`src/design/sal_pkg.sv`:
```
// shared constants, codes and control structs for the sorted linked list block
`default_nettype none

package sal_pkg;

    localparam int NODES    = 16;
    localparam int IDX_W    = $clog2(NODES);
    localparam int LINK_W   = $clog2(NODES + 1);
    localparam int CNT_W    = $clog2(NODES + 1);
    localparam int VAL_W    = 32;
    localparam int STATUS_W = 2;
    localparam int SLOT_W   = 4;
    localparam int REM_W    = 5;
    localparam int SIZE_W   = 5;

    localparam logic [LINK_W-1:0] NIL = LINK_W'(NODES);

    typedef logic [STATUS_W-1:0] t_status;

    localparam t_status ST_INSERTED  = 2'd0;
    localparam t_status ST_DUPLICATE = 2'd1;
    localparam t_status ST_FULL      = 2'd2;
    localparam t_status ST_REMOVED   = 2'd3;

    localparam logic KIND_INSERT = 1'b0;
    localparam logic KIND_REMOVE = 1'b1;

    // commands from controller to datapath
    typedef struct packed {
        logic    capture;
        logic    advance;
        logic    ins_node;
        logic    ins_link;
        logic    rm_pop;
        logic    rm_link;
        logic    load_out;
        t_status out_status;
    } t_dp_cmd;

    // status from datapath to controller
    typedef struct packed {
        logic free_null;
        logic cur_null;
        logic cur_eq;
        logic cur_lt;
        logic cur_le_hi;
    } t_dp_stat;

endpackage

`default_nettype wire

```
`src/design/sal_if.sv`:
```
// valid/ready channel interfaces for request and result beats
`default_nettype none

interface sal_in_if
    import sal_pkg::*;
();
    logic                    valid;
    logic                    ready;
    logic                    kind;
    logic signed [VAL_W-1:0] value;
    logic signed [VAL_W-1:0] upper;

    modport source (output valid, output kind, output value, output upper, input ready);
    modport sink   (input valid, input kind, input value, input upper, output ready);
endinterface

interface sal_out_if
    import sal_pkg::*;
();
    logic              valid;
    logic              ready;
    t_status           status;
    logic [SLOT_W-1:0] slot;
    logic [REM_W-1:0]  removed_count;
    logic [SIZE_W-1:0] size;

    modport source (output valid, output status, output slot, output removed_count,
                    output size, input ready);
    modport sink   (input valid, input status, input slot, input removed_count,
                    input size, output ready);
endinterface

`default_nettype wire

```
`src/design/sorted_array_linked_list_top.sv`:
```
// top level of the sorted linked list block: controller plus datapath
//
// Keeps an ascending, duplicate-free list of signed 32-bit values in a fixed
// pool of NODES nodes (value plus next link), with unused nodes chained on a
// free list. A request beat either inserts one value or removes every value
// in an inclusive range; each request gives exactly one result beat with a
// status, the node used by an insert, the number of nodes freed and the list
// size afterwards. Requests are handled one at a time. An insert walks the
// list one node per cycle up to its sorted position (or the matching value),
// then takes a node from the free list and links it in; an insert into a
// full list goes straight to its result. A removal walks to the lower bound,
// then frees one node per cycle, and links once at the end. The walk is set
// by the single read port on the link array, one node per cycle. A finished
// result sits in an output register, so the next request is taken while that
// beat still waits; a new result waits only if the previous one is not yet
// taken. No clearing pass is needed after reset.
`default_nettype none

module sorted_array_linked_list_top
    import sal_pkg::*;
(
    input  wire       i_clk,
    input  wire       i_rst_n,
    sal_in_if.sink    i_in,
    sal_out_if.source o_out
);

    t_dp_cmd  w_cmd;
    t_dp_stat w_stat;

    // sequencing and handshakes
    sal_ctrl u_ctrl (
        .i_clk       (i_clk),
        .i_rst_n     (i_rst_n),
        .i_in_valid  (i_in.valid),
        .i_in_kind   (i_in.kind),
        .o_in_ready  (i_in.ready),
        .o_out_valid (o_out.valid),
        .i_out_ready (o_out.ready),
        .i_stat      (w_stat),
        .o_cmd       (w_cmd)
    );

    // node storage, pointers and the result register
    sal_dp u_dp (
        .i_clk           (i_clk),
        .i_rst_n         (i_rst_n),
        .i_cmd           (w_cmd),
        .o_stat          (w_stat),
        .i_value         (i_in.value),
        .i_upper         (i_in.upper),
        .o_status        (o_out.status),
        .o_slot          (o_out.slot),
        .o_removed_count (o_out.removed_count),
        .o_size          (o_out.size)
    );

endmodule

`default_nettype wire

```
`src/design/sal_dp.sv`:
```
// datapath: node arrays, list and free heads, walk pointers and result registers
`default_nettype none

module sal_dp
    import sal_pkg::*;
(
    input  wire                     i_clk,
    input  wire                     i_rst_n,
    input  t_dp_cmd                 i_cmd,
    output t_dp_stat                o_stat,
    input  wire signed [VAL_W-1:0]  i_value,
    input  wire signed [VAL_W-1:0]  i_upper,
    output t_status                 o_status,
    output logic [SLOT_W-1:0]       o_slot,
    output logic [REM_W-1:0]        o_removed_count,
    output logic [SIZE_W-1:0]       o_size
);

    logic signed [VAL_W-1:0] r_value [NODES];
    logic [LINK_W-1:0]       r_next  [NODES];
    logic [LINK_W-1:0]       r_head;
    logic [LINK_W-1:0]       r_free;
    logic [CNT_W-1:0]        r_count;
    logic [LINK_W-1:0]       r_cur;
    logic [LINK_W-1:0]       r_prev;
    logic [IDX_W-1:0]        r_node;
    logic [CNT_W-1:0]        r_rm;
    logic signed [VAL_W-1:0] r_v;
    logic signed [VAL_W-1:0] r_hi;

    t_status           r_o_status;
    logic [SLOT_W-1:0] r_o_slot;
    logic [REM_W-1:0]  r_o_removed;
    logic [SIZE_W-1:0] r_o_size;

    logic [IDX_W-1:0]        w_cur_idx;
    logic [IDX_W-1:0]        w_prev_idx;
    logic [IDX_W-1:0]        w_free_idx;
    logic [IDX_W-1:0]        w_rd_idx;
    logic [LINK_W-1:0]       w_next_rd;
    logic signed [VAL_W-1:0] w_val;
    logic                    w_prev_null;

    assign w_cur_idx   = r_cur[IDX_W-1:0];
    assign w_prev_idx  = r_prev[IDX_W-1:0];
    assign w_free_idx  = r_free[IDX_W-1:0];
    // one link read a cycle: free head while taking a node, else the walk pointer
    assign w_rd_idx    = i_cmd.ins_node ? w_free_idx : w_cur_idx;
    assign w_next_rd   = r_next[w_rd_idx];
    assign w_val       = r_value[w_cur_idx];
    assign w_prev_null = (r_prev >= NIL);

    assign o_stat.free_null = (r_free >= NIL);
    assign o_stat.cur_null  = (r_cur >= NIL);
    assign o_stat.cur_eq    = (w_val == r_v);
    assign o_stat.cur_lt    = (w_val < r_v);
    assign o_stat.cur_le_hi = (w_val <= r_hi);

    // node values, no reset
    always_ff @(posedge i_clk) begin
        if (i_cmd.ins_node) begin
            r_value[w_free_idx] <= r_v;
        end
    end

    // link array, reset to a chain of all nodes
    always_ff @(posedge i_clk) begin
        if (!i_rst_n) begin
            for (int i = 0; i < NODES; i++) begin
                r_next[i] <= LINK_W'(i + 1);
            end
        end else if (i_cmd.ins_node) begin
            r_next[w_free_idx] <= r_cur;
        end else if (i_cmd.ins_link && !w_prev_null) begin
            r_next[w_prev_idx] <= LINK_W'(r_node);
        end else if (i_cmd.rm_pop) begin
            r_next[w_cur_idx] <= r_free;
        end else if (i_cmd.rm_link && !w_prev_null) begin
            r_next[w_prev_idx] <= r_cur;
        end
    end

    always_ff @(posedge i_clk) begin
        if (!i_rst_n) begin
            r_head  <= NIL;
            r_free  <= '0;
            r_count <= '0;
        end else begin
            if (i_cmd.ins_node) begin
                r_free <= w_next_rd;
            end else if (i_cmd.rm_pop) begin
                r_free <= r_cur;
            end
            if (i_cmd.ins_link) begin
                if (w_prev_null) begin
                    r_head <= LINK_W'(r_node);
                end
                r_count <= r_count + CNT_W'(1);
            end else if (i_cmd.rm_link) begin
                if (w_prev_null) begin
                    r_head <= r_cur;
                end
                r_count <= r_count - r_rm;
            end
        end
    end

    // walk pointers and operands
    always_ff @(posedge i_clk) begin
        if (i_cmd.capture) begin
            r_v    <= i_value;
            r_hi   <= i_upper;
            r_cur  <= r_head;
            r_prev <= NIL;
            r_rm   <= '0;
        end else if (i_cmd.advance) begin
            r_prev <= r_cur;
            r_cur  <= w_next_rd;
        end else if (i_cmd.rm_pop) begin
            r_cur <= w_next_rd;
            r_rm  <= r_rm + CNT_W'(1);
        end
        if (i_cmd.ins_node) begin
            r_node <= w_free_idx;
        end
    end

    // result register
    always_ff @(posedge i_clk) begin
        if (i_cmd.load_out) begin
            r_o_status  <= i_cmd.out_status;
            r_o_slot    <= (i_cmd.out_status == ST_INSERTED) ? SLOT_W'(r_node) : '0;
            r_o_removed <= (i_cmd.out_status == ST_REMOVED) ? REM_W'(r_rm) : '0;
            r_o_size    <= SIZE_W'(r_count);
        end
    end

    assign o_status        = r_o_status;
    assign o_slot          = r_o_slot;
    assign o_removed_count = r_o_removed;
    assign o_size          = r_o_size;

endmodule

`default_nettype wire

```
`src/design/sal_ctrl.sv`:
```
// controller: sequences walks and link updates, owns the handshakes
`default_nettype none

module sal_ctrl
    import sal_pkg::*;
(
    input  wire      i_clk,
    input  wire      i_rst_n,
    input  wire      i_in_valid,
    input  wire      i_in_kind,
    output logic     o_in_ready,
    output logic     o_out_valid,
    input  wire      i_out_ready,
    input  t_dp_stat i_stat,
    output t_dp_cmd  o_cmd
);

    localparam logic [2:0] S_IDLE      = 3'd0;
    localparam logic [2:0] S_INS_WALK  = 3'd1;
    localparam logic [2:0] S_INS_NODE  = 3'd2;
    localparam logic [2:0] S_INS_LINK  = 3'd3;
    localparam logic [2:0] S_RM_SKIP   = 3'd4;
    localparam logic [2:0] S_RM_DEL    = 3'd5;
    localparam logic [2:0] S_RM_LINK   = 3'd6;
    localparam logic [2:0] S_RESP      = 3'd7;

    logic [2:0] r_state, n_state;
    t_status    r_code, n_code;
    logic       r_out_valid, n_out_valid;
    logic       w_accept;
    logic       w_slot_free;

    // no request is taken while reset is held
    assign o_in_ready  = (r_state == S_IDLE) && i_rst_n;
    assign w_accept    = i_in_valid && o_in_ready;
    assign w_slot_free = !r_out_valid || i_out_ready;
    assign o_out_valid = r_out_valid;

    always_comb begin
        n_state     = r_state;
        n_code      = r_code;
        n_out_valid = r_out_valid && !i_out_ready;
        o_cmd       = '0;
        o_cmd.out_status = r_code;
        unique case (r_state)
            S_IDLE: begin
                if (w_accept) begin
                    o_cmd.capture = 1'b1;
                    if (i_in_kind == KIND_REMOVE) begin
                        n_state = S_RM_SKIP;
                    end else if (i_stat.free_null) begin
                        n_code  = ST_FULL;
                        n_state = S_RESP;
                    end else begin
                        n_state = S_INS_WALK;
                    end
                end
            end
            S_INS_WALK: begin
                if (!i_stat.cur_null && i_stat.cur_eq) begin
                    n_code  = ST_DUPLICATE;
                    n_state = S_RESP;
                end else if (i_stat.cur_null || !i_stat.cur_lt) begin
                    n_state = S_INS_NODE;
                end else begin
                    o_cmd.advance = 1'b1;
                end
            end
            S_INS_NODE: begin
                o_cmd.ins_node = 1'b1;
                n_state        = S_INS_LINK;
            end
            S_INS_LINK: begin
                o_cmd.ins_link = 1'b1;
                n_code         = ST_INSERTED;
                n_state        = S_RESP;
            end
            S_RM_SKIP: begin
                if (i_stat.cur_null || !i_stat.cur_lt) begin
                    n_state = S_RM_DEL;
                end else begin
                    o_cmd.advance = 1'b1;
                end
            end
            S_RM_DEL: begin
                if (!i_stat.cur_null && i_stat.cur_le_hi) begin
                    o_cmd.rm_pop = 1'b1;
                end else begin
                    n_state = S_RM_LINK;
                end
            end
            S_RM_LINK: begin
                o_cmd.rm_link = 1'b1;
                n_code        = ST_REMOVED;
                n_state       = S_RESP;
            end
            S_RESP: begin
                if (w_slot_free) begin
                    o_cmd.load_out = 1'b1;
                    n_out_valid    = 1'b1;
                    n_state        = S_IDLE;
                end
            end
            default: begin
                n_state = S_IDLE;
            end
        endcase
    end

    always_ff @(posedge i_clk) begin
        if (!i_rst_n) begin
            r_state     <= S_IDLE;
            r_code      <= ST_INSERTED;
            r_out_valid <= 1'b0;
        end else begin
            r_state     <= n_state;
            r_code      <= n_code;
            r_out_valid <= n_out_valid;
        end
    end

endmodule

`default_nettype wire
```
`src/flat_wrapper.sv`:
```
// flat-port wrapper written by rule: the top's interface ports become plain ports
module sorted_array_linked_list_top_flat import sal_pkg::*;
  (i_clk, i_rst_n, i_in_valid, i_in_kind, i_in_value, i_in_upper, i_in_ready, o_out_valid, o_out_status, o_out_slot, o_out_removed_count, o_out_size, o_out_ready);
  sal_in_if i_in_i ();
  sal_out_if o_out_i ();
  input  wire i_clk;
  input  wire i_rst_n;
  input wire logic [$bits(i_in_i.valid)-1:0] i_in_valid;
  input wire logic [$bits(i_in_i.kind)-1:0] i_in_kind;
  input wire logic [$bits(i_in_i.value)-1:0] i_in_value;
  input wire logic [$bits(i_in_i.upper)-1:0] i_in_upper;
  output wire logic [$bits(i_in_i.ready)-1:0] i_in_ready;
  output wire logic [$bits(o_out_i.valid)-1:0] o_out_valid;
  output wire logic [$bits(o_out_i.status)-1:0] o_out_status;
  output wire logic [$bits(o_out_i.slot)-1:0] o_out_slot;
  output wire logic [$bits(o_out_i.removed_count)-1:0] o_out_removed_count;
  output wire logic [$bits(o_out_i.size)-1:0] o_out_size;
  input wire logic [$bits(o_out_i.ready)-1:0] o_out_ready;
  assign i_in_i.valid = i_in_valid;
  assign i_in_i.kind = i_in_kind;
  assign i_in_i.value = i_in_value;
  assign i_in_i.upper = i_in_upper;
  assign i_in_ready = i_in_i.ready;
  assign o_out_valid = o_out_i.valid;
  assign o_out_status = o_out_i.status;
  assign o_out_slot = o_out_i.slot;
  assign o_out_removed_count = o_out_i.removed_count;
  assign o_out_size = o_out_i.size;
  assign o_out_i.ready = o_out_ready;
  sorted_array_linked_list_top u_core (.i_clk(i_clk), .i_rst_n(i_rst_n), .i_in(i_in_i), .o_out(o_out_i));
endmodule
```
`config.mk`:
```
export PLATFORM = sky130hd
export DESIGN_NAME = sorted_array_linked_list_top_flat
export DESIGN_NICKNAME = d
export VERILOG_FILES = /design/src/design/sal_pkg.sv /design/src/design/sal_if.sv /design/src/design/sorted_array_linked_list_top.sv /design/src/design/sal_dp.sv /design/src/design/sal_ctrl.sv /design/src/flat_wrapper.sv
export SDC_FILE = /design/constraint.sdc
export NUM_CORES = 1
export LEC_CHECK = 0
export ABC_AREA = 1
export BUFFER_PORTS_ARGS = -buffer_cell sky130_fd_sc_hd__clkbuf_2
export CELL_PAD_IN_SITES_DETAIL_PLACEMENT = 0
export CELL_PAD_IN_SITES_GLOBAL_PLACEMENT = 1
export CORE_MARGIN = 4
export CORE_UTILIZATION = 55
export DETAILED_ROUTE_END_ITERATION = 10
export PLACE_DENSITY_LB_ADDON = 0.1
export SETUP_SLACK_MARGIN = 0.4
export SLEW_MARGIN = 20
export SYNTH_ARGS = -nofsm -noshare
export SYNTH_HDL_FRONTEND = slang
export SYNTH_HIERARCHICAL = 1
export SYNTH_SLANG_ARGS = --single-unit
```
`constraint.sdc`:
```
create_clock -name i_clk -period 10.6 [get_ports i_clk]
set_clock_uncertainty 0.1 [all_clocks]
set_input_delay 1.06 -clock i_clk [delete_from_list [all_inputs] [get_ports i_clk]]
set_output_delay 1.06 -clock i_clk [all_outputs]
set_load 0.02 [all_outputs]
```
==> results of run 1 <==
## critical path, cell delays in order, from the launching register on
cell	delay, ns
dfxtp_4	0.75
buf_4	0.58
buf_4	0.62
a21oi_1	0.07
o21ai_0	0.09
o21ai_0	0.11
o211ai_1	0.20
nand2_1	0.13
ha_1	0.35
nand4_1	0.10
nor3_1	0.34
and3_1	0.27
nand2_1	0.09
nand2_1	0.06
nand2_1	0.05
nand3_1	0.18
nand3_1	0.12
nor2_2	0.35
nand3_2	0.54
o2111ai_2	0.32
nand3_2	0.16
nor2_2	0.53
nand2_1	0.24
nand2_1	0.24
## worst min path at each step
stage | slack (ns) | start | cells past startpoint | endpoint
6_report | 0.33 | u_core/u_dp/r_count[4] | 0 | u_core/u_dp/o_size[4]
5_1_grt | 0.37 | u_core/u_dp/r_count[4] | 0 | u_core/u_dp/o_size[4]
4_1_cts | 0.33 | u_core/u_dp/r_count[4] | 0 | u_core/u_dp/o_size[4]
3_5_place_dp | 0.32 | u_core/u_dp/r_count[4] | 0 | u_core/u_dp/o_size[4]
3_3_place_gp | 0.32 | u_core/u_dp/r_count[4] | 0 | u_core/u_dp/o_size[4]
2_1_floorplan | 0.30 | u_core/u_dp/r_free[1] | 0 | u_core/u_dp/r_node[1]
## per-stage QoR
| step | power, mW | instances | hold WS, ns | area, µm² | setup WS (ns) |
|---|---|---|---|---|---|
| after floorplan | 5.855 | 2556 | 0.3029 | 31350 | 3.064 |
| after global placement | 6.707 | 3300 | 0.3225 | 32490 | 3.873 |
| after detailed placement | 6.768 | 3300 | 0.3235 | 32490 | 3.685 |
| after CTS | 9.354 | 3439 | 0.3332 | 34910 | 3.675 |
| after global routing | 9.872 | 3439 | 0.3663 | 34910 | 3.086 |
| final | 9.293 | 3439 | 0.3322 | 34910 | 3.605 |
## cells in the mapped netlist, types with 2 or more instances
master	count	share of area, %
nor2_4	9	0.32
buf_1	13	0.16
inv_4	2	0.040
o21a_1	4	0.096
clkbuf_1	63	0.75
nor2_1	108	1.3
nand2_2	7	0.14
clkinv_1	4	0.048
a21oi_1	183	2.9
o22ai_2	4	0.16
nand3b_1	3	0.072
buf_6	6	0.22
nand2_4	4	0.14
nand2_1	266	3.2
nor2_2	19	0.38
nand3_1	198	3.2
o21ai_0	197	3.1
a31oi_1	8	0.16
buf_4	15	0.36
dfxtp_1	35	2.2
nor3_1	14	0.22
o21ai_2	4	0.11
inv_2	7	0.084
o211ai_1	129	3.1
and3_1	2	0.040
inv_1	296	3.5
o22ai_1	2	0.040
nand3_4	2	0.11
mux2i_1	128	4.1
buf_2	37	0.59
edfxtp_1	681	65
ha_1	70	2.8
or2_2	5	0.10
and2_1	4	0.080
nand4_1	7	0.14
nor4_1	4	0.080
nand3_2	5	0.16
## final cells by class
type / instances / area [µm²] / share of cell area [%]
Clock buffer: 94 / 2033 / 5.823
Clock inverter: 45 / 392.9 / 1.125
Inverter: 309 / 1170 / 3.351
Multi-Input combinational cell: 1397 / 8497 / 24.34
Sequential cell: 716 / 21160 / 60.61
Tap cell: 756 / 945.9 / 2.709
Timing Repair Buffer: 122 / 713.2 / 2.043
## kinds of logic (layout without fill, tap and decap cells)
| family | count (synthesis) | count (layout) | synth area share, % |
|---|---|---|---|
| AOI/OAI and AO/OA | 537 | 537 | 9.967 |
| xor gates and xnor gates | 2 | 2 | 0.05589 |
| adders and majority gates | 71 | 71 | 2.858 |
| buffers and inverters | 443 | 570 | 5.792 |
| DFF | 716 | 716 | 67.48 |
| muxes | 128 | 128 | 4.088 |
| and+or+nand+nor | 659 | 659 | 9.764 |
## power by group through the flow
stage	registers [mW]	clock network, mW	logic [mW]
finish	3.57	2.58	3.15
global route	3.59	2.75	3.53
CTS	3.57	2.63	3.16
detailed placement	3.63	0	3.14
global placement	3.62	0	3.09
floorplan	3.47	0	2.38
## state kept, by name, indices dropped and copies added, names as in the netlist, named ones only
signal / cells
u_core/u_dp/r_free: 5
u_core/u_dp/r_next: 80
u_core/u_dp/r_prev: 5
u_core/u_ctrl/r_code: 2
u_core/u_dp/r_rm: 5
u_core/u_dp/r_node: 4
u_core/u_dp/o_removed_count: 5
u_core/u_dp/r_v: 32
u_core/u_dp/r_hi: 32
u_core/u_dp/r_value: 512
u_core/u_ctrl/r_state: 3
u_core/u_dp/r_cur: 5
u_core/u_dp/o_status: 2
u_core/u_dp/r_head: 5
u_core/u_ctrl/o_out_valid: 1
u_core/u_dp/o_size: 5
u_core/u_dp/o_slot: 4
u_core/u_dp/r_count: 5
## cell usage in the layout (no fill, tap or decap), drive strengths merged
cell        n
a21o        1
a21oi     183
a31o        1
a31oi       9
and2        4
and3        2
buf        36
bufinv      6
clkbuf    180
clkinv     38
clkinvlp    2
dfxtp      35
edfxtp    681
fa          1
ha         70
inv       308
mux2i     128
nand2     277
nand3     205
nand3b      3
nand4       8
nor2      137
nor3       14
nor4        4
o2111ai     1
o211ai    129
o21a        4
o21ai     202
o21bai      1
o22ai       6
or2         5
xnor2       1
xor2        1
## per-layer routing
metal / global-route usage [%] / share of wire [%] / vias to the layer above
li1: - / - / 9284
met1: 32.83 / 42 / 9520
met2: 42.07 / 49 / 603
met3: 3.806 / 5.8 / 155
met4: 8.009 / 3.2 / 0
met5: 0 / 0 / -
==> flow_metrics.tcl, run 1 <==
set metrics [dict create \
    pwr-share-clk_pct 27.8 \
    yosysWarningCount 6 \
    ant_nets 0 \
    critical_path.max_fanout 49 \
    port_buffers 86 \
    internal_power_mw 5.876 \
    clk_path_buf_depth 3 \
    tightest_slew_ns 1.128 \
    yosysUniqueCellTypes 48 \
    power.density_nw_per_um2 266.2 \
    rows 87 \
    initial_core_util_pct 55.59 \
    final_nets 2762 \
    reg2reg_to "u_core/u_dp/r_next[1][1]" \
    grt_pass1_wl_um 113200 \
    die_x_um 246.7 \
    slew_headroom_pct 24.83 \
    root_buffer "clkbuf_16" \
    drv_slew 0 \
    vdd_drop_max_v 0.0001865 \
    utilization_pct 61.92 \
    min_period_ns 6.995 \
    p_leak_nw 13.21 \
    seqPwrFrac_pct 38.4 \
    cts_tree "yes" \
    combPwrFrac_pct 33.8 \
    grt_pass1_vias 19371 \
    synthArstFlopShare_pct 0 \
    cts-buffers-inserted 76 \
    track_usage_pct 24.69 \
    clk_latency_ns 0.62 \
    ys_ff_latch 716 \
    status "complete, no violations" \
    cap_violations 0 \
    hold_violations 0 \
    routabilityCongestion 0.8327 \
    path_clk_slew_ns 0.06 \
    synth_flop_cell "edfxtp_1" \
    n_antenna_cell 0 \
    syn-num-nets 2696 \
    fmaxAchievable_mhz 143.0 \
    setup_viol 0 \
    syn_to_final_growth_pct 11.39 \
    r2r_slack_ns 3.61 \
    vias 19562 \
    core_area_um2 56390 \
    critPathKind "flip-flop to flip-flop" \
    hold_class "flip-flop to flip-flop" \
    drive_gt1_share_pct 12.19 \
    vias_per_cell 5.688 \
    wl_um 75070 \
    ctsHoldBuffers 0 \
    start_kind "flip-flop" \
    syn_inst 2556 \
    dr.pass1.iters 7 \
    synth_edf_count 681 \
    fillers 4496 \
    cp-endpoint "u_core/u_dp/r_next[1][1]" \
    syn-cell-area_um2 31350 \
    required_ns 10.78 \
    ys_seq_area_share_pct 67.48 \
    dieHeight_um 246.7 \
    setup_tns_ns 0 \
    h-tree-depth 3 \
    ioPinCount 87 \
    post-cts-setup-buffer-count 0 \
    grt_overflow 0 \
    antenna_found_initial 0 \
    end_kind "flip-flop" \
    arrival_ns 7.18 \
    clkSinkCount 716 \
    die_area_um2 60870 \
    grt_max_degree 153 \
    switching_share_pct 36.77 \
    synth.avg_cell_area_um2 12.26 \
    rsz0062_at_grt "no" \
    first_iter_violations 1809 \
    wl_per_cell_um 21.83 \
    remaining_drc_errors 0 \
    ctsResizeCount 0 \
    rr_worst_depth 23 \
    power_switching_mw 3.417 \
    hpwlAfterDp_um 41860 \
    finalCritPeriodShare_pct 65.99 \
]
Power figures use the tool's default switching activity.
==> run 2: changes to the inputs <==
--- a/config.mk
+++ b/config.mk
@@ -5,12 +5,12 @@
 export SDC_FILE = /design/constraint.sdc
 export NUM_CORES = 1
 export LEC_CHECK = 0
-export ABC_AREA = 1
+export ABC_AREA = 0
 export BUFFER_PORTS_ARGS = -buffer_cell sky130_fd_sc_hd__clkbuf_2
 export CELL_PAD_IN_SITES_DETAIL_PLACEMENT = 0
 export CELL_PAD_IN_SITES_GLOBAL_PLACEMENT = 1
 export CORE_MARGIN = 4
-export CORE_UTILIZATION = 55
+export CORE_UTILIZATION = 49
 export DETAILED_ROUTE_END_ITERATION = 10
 export PLACE_DENSITY_LB_ADDON = 0.1
 export SETUP_SLACK_MARGIN = 0.4
==> constraint.sdc (replaced) <==
create_clock -name i_clk -period 6.4 [get_ports i_clk]
set_clock_uncertainty 0.1 [all_clocks]
set_input_delay 0.64 -clock i_clk [delete_from_list [all_inputs] [get_ports i_clk]]
set_output_delay 0.64 -clock i_clk [all_outputs]
set_load 0.02 [all_outputs]
==> run 2 against run 1 <==
Via count is 23% lower. Routed wire length is 9.2% lower. Synthesized cell count is 38% lower. Largest power group unchanged. Clock power is 58% higher. Sequential share of layout area is 2.2 points higher. Die area is 5.2% higher. Critical path depth is 9 lower. Critical path type unchanged. Maximum frequency is 24% higher.
==> flow_metrics.tcl, run 2 <==
set metrics [dict create \
    path_delay_family "compound AO/OA/AOI/OAI gates" \
    antenna_found_initial 0 \
    dieHeight_um 253.1 \
    routabilityCongestion 0.8050 \
    path_clk_slew_ns 0.06 \
    ant_nets 0 \
    required_ns 6.78 \
    critical_path.max_fanout 25 \
    crit_slowest_cell "o32ai_1" \
    setup_viol 0 \
    synthArstFlopShare_pct 0 \
    synth_edf_count 681 \
    root_buffer "clkbuf_16" \
    grt_pass1_wl_um 101300 \
    critPathMaxStageDelay_ns 0.76 \
    h-tree-depth 3 \
    p_leak_nw 11.47 \
    tightest_slew_ns 0.8532 \
    start_kind "flip-flop" \
    die_x_um 253.1 \
    cap_violations 0 \
    hold_ws_ns 0.09860 \
    synth_common_cells "edfxtp_1 (681), mux4_2 (177), nor2_1 (98)" \
    placed_cells 2443 \
    regMostFlops "u_core/u_dp/r_value" \
    die_area_um2 64060 \
    hold_class "input port to flip-flop" \
    yosysUniqueCellTypes 57 \
    min_period_ns 5.656 \
    power.density_nw_per_um2 418.9 \
    grt_overflow 0 \
    synth.avg_cell_area_um2 18.47 \
    seqPwrFrac_pct 41.2 \
    cp.buffers_inverters 2 \
    hpwlAfterDp_um 38780 \
    fin_cells 2581 \
    arrival_ns 6.03 \
    synth_most_common_cell "edfxtp_1" \
    n_antenna_cell 0 \
    placed_cell_area_um2 31240 \
    yosysWarningCount 6 \
    final_nets 1892 \
    setup_tns_ns 0 \
    synth_top_cell_area_share_pct 69.47 \
    grt_max_degree 52 \
    clkSinkCount 716 \
    combPwrFrac_pct 30.0 \
    syn-cell-area_um2 29440 \
    drv_slew 0 \
    ioPinCount 87 \
    critPathKind "flip-flop to flip-flop" \
    rows 89 \
    ff_latch_area_um2 21160 \
    internal_power_mw 9.831 \
    switching_share_pct 30.31 \
    fillers 4529 \
    yosys.area.top_type "edfxtp_1" \
    end_kind "flip-flop" \
    first_iter_violations 1239 \
    core_area_um2 59240 \
    pwr-share-clk_pct 28.8 \
    synth_flop_cell "edfxtp_1" \
    drive_gt1_share_pct 26.99 \
    status "complete, no violations" \
    crit_top_cell "mux4_2" \
    remaining_drc_errors 0 \
    clk_latency_ns 0.61 \
    ctsHoldBuffers 0 \
    crit_chain "buf_12 > buf_16 > mux4_2 > mux4_2 > ha_1 > nor2b_1 > o211ai_1 > a21oi_1 > a211oi_1 > o21ai_0 > o32ai_1 > o211a_1 > or3_1 > mux2_2" \
    multi_input_area_um2 7878 \
    initial_core_util_pct 49.69 \
    cts_tree "yes" \
    synthTopCellsByArea "edfxtp_1 (69%), mux4_2 (14%), ha_1 (3.0%), dfxtp_1 (2.4%), nor2_1 (1.2%)" \
    power_switching_mw 4.275 \
    wl_um 68140 \
    rsz0062_at_grt "no" \
    largest_reg_flops 512 \
    clk_path_buf_depth 3 \
    fmaxAchievable_mhz 176.8 \
    port_buffers 86 \
    wl_per_cell_um 26.40 \
    syn_inst 1594 \
    grt_pass1_vias 15668 \
    track_usage_pct 21.54 \
    syn_to_final_growth_pct 14.41 \
    vias_per_cell 5.864 \
    final_cell_mix "edfxtp_1 (681), mux4_2 (177), clkbuf_2 (86)" \
    layout_commonest_cell "edfxtp_1" \
    slew_headroom_pct 42.94 \
    vias 15135 \
    syn-num-nets 1734 \
    ys_ff_latch 716 \
    vdd_drop_max_v 0.0002258 \
    cts-buffers-inserted 76 \
    reg_top3 "u_core/u_dp/r_value x512, u_core/u_dp/r_next x80" \
    dr.pass1.iters 5 \
    final_cell_area_um2 33680 \
    ys_seq_area_share_pct 71.85 \
    hold_violations 0 \
    finalCritPeriodShare_pct 88.37 \
]
[run 2: metal layers]
layer  global-route usage [%]  wire length (µm)  up-vias
met4                    5.721              1613        0
met2                    34.60             33040      443
met3                    4.129              3788      100
met5                        0                 0        -
li1                         -                 -     6686
met1                    30.85             29690     7906
[run 2: worst register-to-register path, cell delays in order, from the launching register on]
cell	delay, ns
dfxtp_4	0.47
buf_12	0.17
buf_16	0.24
mux4_2	0.53
mux4_2	0.50
ha_1	0.31
nor2b_1	0.14
o211ai_1	0.16
a21oi_1	0.12
a211oi_1	0.43
o21ai_0	0.27
o32ai_1	0.76
o211a_1	0.48
or3_1	0.42
mux2_2	0.43
[run 2: power groups by stage]
| stage | clock [mW] | combinational, mW | sequential [mW] |
|---|---|---|---|
| floorplan | 0 | 3.06 | 5.67 |
| global placement | 0 | 4.17 | 5.89 |
| detailed placement | 0 | 4.18 | 5.90 |
| CTS | 4.18 | 4.24 | 5.81 |
| global route | 4.37 | 4.64 | 5.84 |
| finish | 4.07 | 4.23 | 5.81 |
[run 2: worst paths after layout]
kind / from / endpoint / slack (ns) / depth (start not counted)
max reg2reg: flip-flop / flip-flop / 0.74 / 14
max: flip-flop / flip-flop / 0.74 / 14
min: i_in_value[26] / u_core/u_dp/r_v[26] / 0.1 / 1
min reg2reg: u_core/u_dp/r_count[4] / u_core/u_dp/o_size[4] / 0.35 / 0
[run 2: timing repair]
item	CTS	global route
gates cloned	1	1
gates resized for setup	4	13
setup buffers	0	2
endpoints found under the hold margin	0	0
pin swaps	0	1
endpoints found under the setup margin	29	150
[run 2: cell type report]
type                       instances  area share, %
multi-input combinational        726          23.39
timing repair buffer             153          3.236
clock buffer                      95          6.015
clock inverter                    39         0.7765
sequential                       716          62.83
inverter                          79         0.8805
tap                              773          2.872
[run 2: metrics by stage]
step / total power [mW] / worst slack [ns] / util [%]
2_1_floorplan: 8.725 / 0.6797 / -
3_3_place_gp: 10.06 / 0.5334 / 52.74
3_5_place_dp: 10.07 / 0.3128 / 52.74
4_1_cts: 14.23 / 0.3791 / 56.69
5_1_grt: 14.86 / 0.3965 / 56.85
6_report: 14.11 / 0.7443 / 56.85
[run 2: cells by family (layout without fill, tap and decap cells)]
kind of cell / after synthesis / after routing / synth area share [%]
AO/OA/AOI/OAI: 137 / 137 / 3.099
XOR/XNOR: 10 / 10 / 0.2976
adder cells (fa/ha/maj): 71 / 71 / 3.043
buffers and inverters: 152 / 366 / 1.993
flip-flops: 716 / 716 / 71.85
multiplexers: 215 / 215 / 14.88
AND/OR/NAND/NOR: 293 / 293 / 4.841
==> run 3: changes to the inputs <==
--- a/config.mk
+++ b/config.mk
@@ -5,12 +5,12 @@
 export SDC_FILE = /design/constraint.sdc
 export NUM_CORES = 1
 export LEC_CHECK = 0
-export ABC_AREA = 0
+export ABC_AREA = 1
 export BUFFER_PORTS_ARGS = -buffer_cell sky130_fd_sc_hd__clkbuf_2
 export CELL_PAD_IN_SITES_DETAIL_PLACEMENT = 0
 export CELL_PAD_IN_SITES_GLOBAL_PLACEMENT = 1
 export CORE_MARGIN = 4
-export CORE_UTILIZATION = 49
+export CORE_UTILIZATION = 46
 export DETAILED_ROUTE_END_ITERATION = 10
 export PLACE_DENSITY_LB_ADDON = 0.1
 export SETUP_SLACK_MARGIN = 0.4
==> run 3 against run 2 <==
Worst hold slack got worse by 0.0022 ns. Sequential power about the same. Combinational power up 32%. Sequential share of layout area shrank 3.2 points. Non-clock buffer count down 1. Register-to-register slack gained 0.098 ns. First-iteration DRC count increased by 25%. Cell area increased by 5.3%. Flip-flop and latch count did not move. Final cell count up 39%. Routed wire length increased by 18%.
==> flow_metrics.tcl, run 3 (synthesized netlist as in run 1, its figures left out) <==
set metrics [dict create \
    status "complete, no violations" \
    cts-buffers-inserted 78 \
    clk_path_buf_depth 3 \
    r2r_slack_ns 0.84 \
    regMostFlops "u_core/u_dp/r_value" \
    crit_chain "buf_4 > mux2i_1 > o21ai_0 > o211ai_1 > nand2_1 > ha_1 > nand2_1 > nor3_1 > and3_1 > nand2_1 > nand2_1 > nand2_1 > nand3_1 > nand3_1 > nor2_2 > nand3_2 > inv_1 > nand2_1 > nand2_4 > inv_2 > nor2_4 > nand2_1 > nand2_1" \
    vdd_drop_max_v 0.0002982 \
    layout_commonest_cell "edfxtp_1" \
    tightest_slew_ns 1.146 \
    drv_slew 0 \
    cp.buffers_inverters 3 \
    root_buffer "clkbuf_16" \
    reg2reg_to "u_core/u_dp/r_next[7][1]" \
    setup_viol 0 \
    hpwlAfterDp_um 46400 \
    antenna_found_initial 1 \
    grt_overflow 0 \
    first_iter_violations 1551 \
    hp-start "i_in_upper[10]" \
    clk_latency_ns 0.62 \
    power.density_nw_per_um2 443.1 \
    core_area_um2 67400 \
    syn_to_final_growth_pct 13.16 \
    hold_violations 0 \
    largest_reg_flops 512 \
    slew_headroom_pct 23.45 \
    crit_top_cell "nand2_1" \
    drive_gt1_share_pct 13.48 \
    final_cell_mix "edfxtp_1 (681), inv_1 (295), nand2_1 (266)" \
    hold_end "u_core/u_dp/r_hi[10]" \
    vias_per_cell 5.494 \
    arrival_ns 5.76 \
    grt_max_degree 113 \
    fin_cells 3590 \
    setup_ws_ns 0.8421 \
    port_buffers 86 \
    setup_tns_ns 0 \
    critPathKind "flip-flop to flip-flop" \
    p_leak_nw 13.43 \
    critPathMaxStageDelay_ns 0.59 \
    required_ns 6.60 \
    final_nets 2794 \
    grt_pass1_wl_um 119200 \
    placed_cells 3443 \
    cts_tree "yes" \
    rr_worst_depth 23 \
    vias 19725 \
    cap_violations 0 \
    track_usage_pct 22.00 \
    end_kind "flip-flop" \
    ant_nets 0 \
    ioPinCount 87 \
    path_delay_family "simple AND/OR/NAND/NOR gates" \
    post-place-ws_ns 0.3613 \
    dr.pass1.iters 5 \
    routabilityCongestion 0.8512 \
    initial_core_util_pct 46.51 \
    grt_pass1_vias 19488 \
    start_kind "flip-flop" \
    path_clk_slew_ns 0.06 \
    finalCritPeriodShare_pct 86.84 \
    die_x_um 269.0 \
    crit_slowest_cell "dfxtp_4" \
    wl_per_cell_um 22.37 \
    min_period_ns 5.558 \
    hold_ws_ns 0.09644 \
    reg_top3 "u_core/u_dp/r_value x512, u_core/u_dp/r_next x80" \
    fmaxAchievable_mhz 179.9 \
    rows 95 \
    hold_class "input port to flip-flop" \
    remaining_drc_errors 0 \
    h-tree-depth 3 \
    dieHeight_um 269.0 \
    critical_path.max_fanout 24 \
    wl_um 80300 \
    clkSinkCount 716 \
    die_area_um2 72380 \
    rsz0062_at_grt "no" \
    min_path_cells 1 \
]
[run 3: worst max-delay path by stage]
| stage | slack, ns | cells past startpoint | startpoint | to |
|---|---|---|---|---|
| after global routing | 0.40 | 24 | flip-flop | u_core/u_dp/r_next[7][1] |
| after floorplan | 1.60 | 5 | i_rst_n | u_core/u_dp/r_cur[0] |
| after CTS | 0.48 | 23 | flip-flop | u_core/u_dp/r_next[15][4] |
| final | 0.84 | 23 | flip-flop | u_core/u_dp/r_next[7][1] |
| after global placement | 0.44 | 21 | flip-flop | u_core/u_dp/r_next[1][1] |
| after detailed placement | 0.36 | 21 | flip-flop | u_core/u_dp/r_next[1][0] |
[run 3: routing by layer]
layer	vias to the layer above	global-route usage, %	wire, µm
li1	9369	-	-
met1	9711	29.27	34290
met2	517	37.34	39510
met3	128	3.294	4163
met4	0	7.347	2339
met5	-	0	0
[run 3: report_power, final]
part	internal [mW]	total (mW)	switching (mW)	leakage, nW
combinational	1.87	5.59	3.72	5.79
sequential	5.51	5.80	0.291	6.42
clock	2.51	4.33	1.81	1.22
total	9.90	15.7	5.82	13.4
[run 3: cell type report]
class	instances	area (µm²)
fill	5835	31930
inverter	309	1167
clock inverter	43	301.5
tap	873	1092
multi-input combinational	1397	8508
sequential	716	21160
timing repair buffer	152	1069
antenna	1	2.502
clock buffer	99	2166
[run 3: through the flow]
stage / area [µm²] / util [%] / power (mW)
2_1_floorplan: 31350 / - / 9.693
3_3_place_gp: 32890 / 48.80 / 11.39
3_5_place_dp: 32920 / 48.84 / 11.46
4_1_cts: 35390 / 52.51 / 15.82
5_1_grt: 35470 / 52.62 / 16.69
6_report: 35470 / 52.63 / 15.72
[run 3: timing repair]
item	CTS	global route
hold buffers	0	0
hold endpoints to repair	0	0
buffers inserted	0	4
pin swaps	0	1
endpoints found under the setup margin	6	97
gates resized for setup	1	1
